$ cat src/sv/mbtcp_pkg.sv
// Types and constants of the Modbus TCP request deframer.
// No dependencies.
package mbtcp_pkg;

    localparam int POS_W      = 17;
    localparam int HDR_KEEP   = 12;
    localparam int HDR_IDX_W  = 4;
    localparam int LEN_HI_POS = 4;
    localparam int LEN_LO_POS = 5;
    localparam int UNIT_POS   = 6;
    localparam int FUNC_POS   = 7;
    localparam int MBAP_LEN   = 6;

    localparam logic [7:0] FC_READ_COILS    = 8'h01;
    localparam logic [7:0] FC_READ_INPUTS   = 8'h02;
    localparam logic [7:0] FC_READ_HOLDING  = 8'h03;
    localparam logic [7:0] FC_FORCE_COIL    = 8'h05;
    localparam logic [7:0] FC_WRITE_REG     = 8'h06;

    typedef enum logic [2:0] {
        KIND_READ_HOLDING = 3'd0,
        KIND_WRITE_REG    = 3'd1,
        KIND_READ_COILS   = 3'd2,
        KIND_FORCE_COIL   = 3'd3,
        KIND_READ_INPUTS  = 3'd4
    } kind_t;

    typedef struct packed {
        logic  ok;
        kind_t kind;
    } fc_dec_t;

    typedef struct packed {
        logic [15:0] transaction_id;
        logic [15:0] protocol_id;
        logic [7:0]  unit_id;
        kind_t       request_kind;
        logic [15:0] item_address;
        logic [15:0] count_or_value;
    } req_t;

    function automatic fc_dec_t decode_fc(input logic [7:0] fc);
        fc_dec_t d;
        d.ok   = 1'b1;
        d.kind = KIND_READ_HOLDING;
        unique case (fc)
            FC_READ_HOLDING: d.kind = KIND_READ_HOLDING;
            FC_WRITE_REG:    d.kind = KIND_WRITE_REG;
            FC_READ_COILS:   d.kind = KIND_READ_COILS;
            FC_FORCE_COIL:   d.kind = KIND_FORCE_COIL;
            FC_READ_INPUTS:  d.kind = KIND_READ_INPUTS;
            default:         d.ok   = 1'b0;
        endcase
        return d;
    endfunction

endpackage

$ cat src/sv/mbtcp_core.sv
// Frame tracking and header capture: byte counter, frame length, header bytes.
// Depends on mbtcp_pkg.
module mbtcp_core (
    input  logic           clk,
    input  logic           rst_n,
    input  logic           accept,
    input  logic [7:0]     data_byte,
    output logic           res_valid,
    output mbtcp_pkg::req_t res
);
    import mbtcp_pkg::*;

    logic [POS_W-1:0] pos_reg, pos_next;
    logic [POS_W-1:0] total_reg, total_next;
    logic [7:0]       hdr_reg [HDR_KEEP];
    logic             frame_end;
    logic [7:0]       byte11;
    fc_dec_t          fc;

    always_comb
    begin
        total_next = total_reg;
        if (pos_reg == POS_W'(LEN_LO_POS))
        begin
            total_next = POS_W'(MBAP_LEN) + {1'b0, hdr_reg[LEN_HI_POS], data_byte};
        end
        frame_end = (pos_reg >= POS_W'(LEN_LO_POS)) && (pos_reg + 1'b1 == total_next);
        pos_next  = frame_end ? '0 : pos_reg + 1'b1;
        byte11    = (pos_reg == POS_W'(HDR_KEEP - 1)) ? data_byte : hdr_reg[HDR_KEEP - 1];
        fc        = decode_fc(hdr_reg[FUNC_POS]);

        res.transaction_id = {hdr_reg[0], hdr_reg[1]};
        res.protocol_id    = {hdr_reg[2], hdr_reg[3]};
        res.unit_id        = hdr_reg[UNIT_POS];
        res.request_kind   = fc.kind;
        res.item_address   = {hdr_reg[8], hdr_reg[9]};
        res.count_or_value = {hdr_reg[10], byte11};
        res_valid = accept && frame_end && fc.ok && (total_next >= POS_W'(HDR_KEEP));
    end

    always_ff @(posedge clk or negedge rst_n)
    begin
        if (!rst_n)
        begin
            pos_reg   <= '0;
            total_reg <= '0;
        end
        else if (accept)
        begin
            pos_reg   <= pos_next;
            total_reg <= total_next;
        end
    end

    always_ff @(posedge clk)
    begin
        if (accept && (pos_reg < POS_W'(HDR_KEEP)))
        begin
            hdr_reg[pos_reg[HDR_IDX_W-1:0]] <= data_byte;
        end
    end

endmodule

$ cat src/sv/mbtcp_out_skid.sv
// Output register with one skid entry for request records.
// Depends on mbtcp_pkg.
module mbtcp_out_skid (
    input  logic            clk,
    input  logic            rst_n,
    input  logic            res_valid,
    input  mbtcp_pkg::req_t res,
    output logic            full,
    output logic            out_valid,
    input  logic            out_stall,
    output mbtcp_pkg::req_t out_data
);
    import mbtcp_pkg::*;

    logic out_valid_reg;
    logic skid_valid_reg;
    req_t out_reg;
    req_t skid_reg;
    logic out_free;

    assign out_free  = !out_valid_reg || !out_stall;
    assign full      = skid_valid_reg;
    assign out_valid = out_valid_reg;
    assign out_data  = out_reg;

    always_ff @(posedge clk or negedge rst_n)
    begin
        if (!rst_n)
        begin
            out_valid_reg  <= 1'b0;
            skid_valid_reg <= 1'b0;
        end
        else if (out_free)
        begin
            if (skid_valid_reg)
            begin
                out_valid_reg  <= 1'b1;
                skid_valid_reg <= 1'b0;
            end
            else
            begin
                out_valid_reg <= res_valid;
            end
        end
        else if (res_valid)
        begin
            skid_valid_reg <= 1'b1;
        end
    end

    always_ff @(posedge clk)
    begin
        if (out_free)
        begin
            out_reg <= skid_valid_reg ? skid_reg : res;
        end
        else if (res_valid)
        begin
            skid_reg <= res;
        end
    end

endmodule

$ cat src/sv/modbus_tcp_request_deframer.sv
// Modbus TCP request deframer, top level.
// Depends on mbtcp_pkg, mbtcp_core and mbtcp_out_skid.
//
// Input channel: one stream byte per transaction on data_byte, in_valid/in_stall.
// Output channel: one request record per transaction, out_valid/out_stall,
// each field on a port of its own.
// A frame is 6 + L bytes, L taken from header bytes 4-5. On the last byte of a
// frame of at least 12 bytes with function code 1, 2, 3, 5 or 6 one record is
// produced; any other frame is consumed and dropped without output.
// Throughput: one byte per cycle while in_stall is low. The record is
// registered in the output register, or in the skid entry when the output
// stalls, and from the output register it appears on out_valid.
// Reset clears the byte counter and frame length; the stream starts with a
// new frame. When the receiver stalls, the record holds in the output
// register and one more record fits in a skid entry; in_stall rises only
// while that entry is occupied.
module modbus_tcp_request_deframer (
    input  logic        clk,
    input  logic        rst_n,
    input  logic        in_valid,
    output logic        in_stall,
    input  logic [7:0]  data_byte,
    output logic        out_valid,
    input  logic        out_stall,
    output logic [15:0] transaction_id,
    output logic [15:0] protocol_id,
    output logic [7:0]  unit_id,
    output logic [2:0]  request_kind,
    output logic [15:0] item_address,
    output logic [15:0] count_or_value
);
    import mbtcp_pkg::*;

    logic accept;
    logic res_valid;
    logic full;
    req_t res;
    req_t out_data;

    assign in_stall = full;
    assign accept   = in_valid && !full;

    mbtcp_core u_core (
        .clk       (clk),
        .rst_n     (rst_n),
        .accept    (accept),
        .data_byte (data_byte),
        .res_valid (res_valid),
        .res       (res)
    );

    mbtcp_out_skid u_skid (
        .clk       (clk),
        .rst_n     (rst_n),
        .res_valid (res_valid),
        .res       (res),
        .full      (full),
        .out_valid (out_valid),
        .out_stall (out_stall),
        .out_data  (out_data)
    );

    assign transaction_id = out_data.transaction_id;
    assign protocol_id    = out_data.protocol_id;
    assign unit_id        = out_data.unit_id;
    assign request_kind   = 3'(out_data.request_kind);
    assign item_address   = out_data.item_address;
    assign count_or_value = out_data.count_or_value;

endmodule

$ cat config.mk
export PLATFORM = sky130hd
export DESIGN_NAME = modbus_tcp_request_deframer
export DESIGN_NICKNAME = d
export VERILOG_FILES = /design/src/sv/mbtcp_pkg.sv /design/src/sv/mbtcp_core.sv /design/src/sv/mbtcp_out_skid.sv /design/src/sv/modbus_tcp_request_deframer.sv
export SDC_FILE = /design/constraint.sdc
export NUM_CORES = 1
export LEC_CHECK = 0
export BUFFER_PORTS_ARGS = -buffer_cell sky130_fd_sc_hd__buf_2
export CAP_MARGIN = 5
export CORE_MARGIN = 3
export CORE_UTILIZATION = 54
export DETAILED_ROUTE_END_ITERATION = 12
export GPL_TIMING_DRIVEN = 0
export PLACE_DENSITY = 0.79
export REMOVE_ABC_BUFFERS = 1
export SYNTH_ARGS = -nofsm -noshare
export SYNTH_HDL_FRONTEND = slang
export SYNTH_SLANG_ARGS = --single-unit
$ cat constraint.sdc
create_clock -name clk -period 8.2 [get_ports clk]
set_input_delay 1.23 -clock clk [delete_from_list [all_inputs] [get_ports clk]]
set_output_delay 1.23 -clock clk [all_outputs]
set_load 0.02 [all_outputs]
==> impl_metrics.toml, run 1 <==
[flow_run]
drv_cap = 0

[timing]
setup_viol = 0
max_slew_margin = 0.234
rsz0062_at_grt = "no"
final_hold_viol_count = 0
worst_slew_pin_slew_ns = 1.14
slew_viol_final = 0
fmax_mhz = 195
fin_worst_skew_ns = 0.0247
fin_crit_ns = 5.12
finalWorstSetupSlack_ns = 3.08
finalCritPeriodShare = 0.625

[die]
die_x_um = 151
num_io_pins = 89
die_h_um = 151
die-area_um2 = 22800
placementRows = 52
core_region_area_um2 = 20500
start_util = 0.555

[clock_tree]
worstSkewPairLatency_ns = 0.52
root_buffer = "clkbuf_16"
hold_buffers = 0
cts_resized = 0
clock_sinks = 274
clkTransAtPathRegs_ns = 0.06
htree_num_levels = 1
cts_buffers = 26
post_cts_buffers = 0
cts_max_path_buffers = 3
cts_tree = "built"

[layout]
n_antenna_cell = 0
multi_input_area_um2 = 3140
regArea_um2 = 8050
area_growth_pct = 14.0
layout_commonest_cell = "edfxtp_1"
drive_gt1_frac = 0.314
num-fill-cells = 1384
layout_common_cells = "edfxtp_1 (238), buf_2 (88), mux2_2 (86)"
finalNonFillerCells = 1095
largest_reg_flops = 88
final_nets = 822

[worst_setup_path]
cp_max_fo = 18
arrival_ns = 5.35
path_class = "input pin to flip-flop"
crit_required_ns = 8.43
endpoint_kind = "flip-flop"
critPathLaunchType = "input pin"

[min_path]
hold_path_class = "flip-flop to flip-flop"

[power_and_ir_drop]
cell_internal_pwr_w = 0.00226
power_density_nw_per_um2 = 221
p_sw_frac = 0.209
p_seq_frac = 0.538
vdd_drop_max_mv = 0.132
p_clk_frac = 0.410
leakage_nw = 4.61
p_sw_w = 0.000599
total_power_w = 0.00286
combPwrFrac = 0.052

[placed_design]
gp_congestion = 0.937
dp_hpwl_um = 14200
dpl.cell_count = 1047
port_buffers = 88
place_ws_ns = 2.60

[synth]
avgSynthCellArea_um2 = 16.0
synth_cell_types = 68
yosys-top-cells-area = "edfxtp_1 (63%), mux2_2 (8.5%), dfrtp_1 (7.9%), xnor2_1 (1.5%), nand2_1 (1.5%)"
yosysSeqAreaShare = 0.708
yosysTopAreaCell = "edfxtp_1"
ys.flop_type = "edfxtp_1"
synth.cell_area_um2 = 11400
synthArstFlopShare = 0.131
synth_top_cell_area_share = 0.628
synth-edff-count = 238
ys_seq_elements = 274
syn-instance-count = 713
yosysWarnings = 0

[global_route]
grt_pass1_wl_um = 35800
antenna_found_initial = 0
grt_pass1_vias = 6432
gr-usage-all-layers = 0.201
grt_max_degree = 71
grt_overflow_total = 0

[run_status]
run_status = "complete, no violations"

[drt]
avgViaCountPerCell = 5.84
vias = 6393
routed_wirelength_um = 23000
wire_per_inst_um = 21.0
drcViolationCount = 0
ant_nets = 0
drt_first_pass_iters = 5
drt-initial-drc-count = 536
==> path summary, 6_finish.rpt <==
kind | startpoint | end | slack, ns | cells past startpoint
max | data_byte[3] | u_skid.skid_reg[39] | 3.08 | 12
min | u_core.hdr_reg[6][7] | u_skid.skid_reg[42] | 0.44 | 0
max reg2reg | u_core.pos_reg[1] | u_skid.skid_reg[39] | 3.47 | 13
min reg2reg | u_core.hdr_reg[6][7] | u_skid.skid_reg[42] | 0.44 | 0
max in group asynchronous | rst_n | u_skid.full | 6.73 | 1
min in group asynchronous | rst_n | u_core.pos_reg[14] | 0.83 | 1
==> power groups by stage <==
stage	clock network, W	logic (W)	registers [W]
2_1_floorplan	0	0.000102	0.00156
3_3_place_gp	0	0.000140	0.00157
3_5_place_dp	0	0.000145	0.00157
4_1_cts	0.00120	0.000147	0.00154
5_1_grt	0.00125	0.000162	0.00154
6_report	0.00117	0.000148	0.00154
==> Yosys cell counts (all sizes together), types with 13 or more instances <==
cell type / n
and2: 13
clkbuf: 21
xor2: 14
edfxtp: 238
xnor2: 20
mux2i: 13
mux2: 86
o21ai: 24
nand3: 17
nand2: 44
dfrtp: 36
nor4: 13
nor2: 29
nor3: 20
==> logic make-up after synthesis <==
| family | synth area share |
|---|---|
| flops | 0.708 |
| xor+xnor | 0.0262 |
| buf+inv | 0.0178 |
| simple gates | 0.105 |
| fa+ha+maj | 0.00550 |
| mux | 0.0966 |
| compound gates | 0.0418 |
==> worst max-delay path, stage by stage <==
cell,delay [ns]
buf_2,0.42
nand4_1,0.47
o31a_1,0.43
nor4_1,0.50
o21ai_0,0.27
a211oi_1,0.25
and4_1,0.23
nand4_1,0.18
nor3_2,0.74
buf_6,0.26
buf_8,0.17
buf_6,0.17
==> per-stage QoR <==
step | hold WS, ns | setup TNS (ns) | cell area (um2) | util
finish | 0.445 | 0 | 13000 | 0.633
global route | 0.461 | 0 | 13000 | 0.633
CTS | 0.447 | 0 | 13000 | 0.633
detailed placement | 0.432 | 0 | 12100 | 0.592
global placement | 0.427 | -309.44 | 12000 | 0.585
floorplan | 0.422 | -48.16 | 11200 | -
==> final cells by class <==
type,count,share of cell area
Inverter,12,0.00347
Clock buffer,41,0.0585
Multi-Input combinational cell,395,0.242
Timing Repair Buffer,96,0.0427
Clock inverter,7,0.00666
Tap cell,270,0.0260
Sequential cell,274,0.621
==> per-layer routing <==
layer | GRT usage | share of wire | vias up
met4 | 0.0571 | 0.021 | 0
met1 | 0.276 | 0.41 | 3190
met5 | 0 | 0 | -
met2 | 0.336 | 0.49 | 264
li1 | - | - | 2900
met3 | 0.0344 | 0.073 | 39
Power figures use the tool's default switching activity.
==> run 2: changes to the inputs <==
==> constraint.sdc (replaced) <==
create_clock -name clk -period 4.43 [get_ports clk]
set_input_delay 0.6645 -clock clk [delete_from_list [all_inputs] [get_ports clk]]
set_output_delay 0.6645 -clock clk [all_outputs]
set_load 0.02 [all_outputs]
==> run 2 against run 1 <==
Against the previous run: sequential share of layout area fell by 0.19 points; combinational power increased by 86%; cell count up 0.37%; core utilization grew 0.20 points; critical path depth unchanged; clock skew fell by 0.0034 ns; die area stayed put; cell area rose by 0.31%; sequential cell count unchanged; routed wire length up 0.31%; global-route usage hardly changed; largest cell class unchanged; highest routed layer unchanged.
==> impl_metrics.toml, run 2 (synthesized netlist as in run 1, its figures left out) <==
[run_status]
run_status = "complete, no violations"

[die]
start_util = 0.555
num_io_pins = 89
core_region_area_um2 = 20500
die_x_um = 151
die-area_um2 = 22800
die_h_um = 151
placementRows = 52

[clock_tree]
cts_tree = "built"
worstSkewPairLatency_ns = 0.52
cts_max_path_buffers = 3
root_buffer = "clkbuf_16"
hold_buffers = 0
cts_buffers = 26
clkTransAtPathRegs_ns = 0.06
htree_num_levels = 1
clock_sinks = 274

[power_and_ir_drop]
combPwrFrac = 0.052
p_sw_frac = 0.210
power_density_nw_per_um2 = 408
total_power_w = 0.00531
vdd_drop_max_mv = 0.243
leakage_nw = 4.65
cell_internal_pwr_w = 0.00419
p_seq_frac = 0.538
p_clk_frac = 0.410
p_sw_w = 0.00111

[flow_run]
drv_cap = 0

[drt]
avgViaCountPerCell = 5.86
drt_first_pass_iters = 5
drcViolationCount = 0
vias = 6443
wire_per_inst_um = 21.0
drt-initial-drc-count = 523
ant_nets = 0
routed_wirelength_um = 23100

[worst_setup_path]
arrival_ns = 4.43
endpoint_kind = "flip-flop"
reg2reg_slack_ns = 0.26
r2r_start = "u_core.pos_reg[1]"
critPathLaunchType = "input pin"
path_class = "input pin to flip-flop"
crit_required_ns = 4.66
r2r_cells = 13
worstReg2RegEnd = "u_skid.skid_reg[39]"
cp_max_fo = 18

[global_route]
grt_overflow_total = 0
grt_max_degree = 71
grt_pass1_vias = 6452
grt_pass1_wl_um = 35800
antenna_found_initial = 0
gr-usage-all-layers = 0.202

[timing]
worst_slew_pin_slew_ns = 1.14
slew_viol_final = 0
fmax_mhz = 238
fin_worst_skew_ns = 0.0214
rsz0062_at_grt = "no"
finalCritPeriodShare = 0.950
fin_crit_ns = 4.21
final_hold_viol_count = 0
fin_setup_tns_ns = 0
max_slew_margin = 0.232
setup_viol = 0

[layout]
area_growth_pct = 14.4
final_nets = 826
largest_reg_flops = 88
n_antenna_cell = 0
layout_commonest_cell = "edfxtp_1"
layout_common_cells = "edfxtp_1 (238), buf_2 (88), mux2_2 (86)"
num-fill-cells = 1381
drive_gt1_frac = 0.320

[min_path]
hold_path_class = "input pin to async pin"

[placed_design]
gp_congestion = 0.937
dp_hpwl_um = 14200
port_buffers = 88
[run 2: metal layers]
metal / vias to the layer above / wire [um] / track usage
li1: 2915 / - / -
met1: 3210 / 9550 / 0.276
met2: 270 / 11400 / 0.336
met3: 48 / 1660 / 0.0347
met4: 0 / 515 / 0.0585
met5: - / 0 / 0
[run 2: cell type report]
type | instances | area (um2) | share of cell area
clock inverters | 7 | 86.3 | 0.00664
well taps | 270 | 338 | 0.0260
clock buffers | 41 | 758 | 0.0583
inverters | 12 | 45.0 | 0.00346
flip-flops and latches | 274 | 8050 | 0.619
repair buffers | 100 | 584 | 0.0449
multi-input cells | 395 | 3150 | 0.242
[run 2: worst max-delay path by stage]
stage	from	end	slack (ns)	depth (start not counted)
floorplan	u_skid.full	u_skid.skid_reg[0]	-4.00	5
global placement	u_skid.full	u_skid.skid_reg[37]	-7.53	5
detailed placement	data_byte[3]	u_skid.skid_reg[39]	-0.60	12
CTS	u_core.pos_reg[0]	u_skid.skid_reg[43]	0.07	12
global route	u_core.pos_reg[1]	u_skid.skid_reg[43]	0.006	13
finish	data_byte[3]	u_skid.skid_reg[39]	0.22	12
[run 2: through the flow]
stage	hold WS [ns]	setup WS [ns]	area, um2	instances	util
3_3_place_gp	0.427	-7.53	12000	1039	0.585
6_report	0.256	0.223	13000	1099	0.635
4_1_cts	0.280	0.0723	13000	1095	0.633
2_1_floorplan	0.369	-4.00	11200	681	-
5_1_grt	0.324	0.00639	13000	1099	0.635
3_5_place_dp	0.432	-0.601	12100	1047	0.592
[run 2: critical path: stages]
cell      delay [ns]
buf_2           0.44
nand4_1         0.48
o31a_1          0.43
nor4_1          0.49
o21ai_0         0.26
a211oi_1        0.25
and4_1          0.23
nand4_1         0.22
nor3_4          0.38
buf_6           0.22
buf_8           0.17
buf_6           0.17
[run 2: what timing repair did]
item	CTS	global route
buffers inserted	0	4
cloned	0	0
pin swaps	0	1
endpoints found under the setup margin	35	35
gates resized for setup	2	1
[run 2: power groups by stage]
stage | sequential, W | combinational (W) | clock [W]
floorplan | 0.00289 | 0.000189 | 0
CTS | 0.00285 | 0.000272 | 0.00221
finish | 0.00285 | 0.000275 | 0.00218
global route | 0.00286 | 0.000301 | 0.00231
detailed placement | 0.00291 | 0.000268 | 0
global placement | 0.00291 | 0.000260 | 0
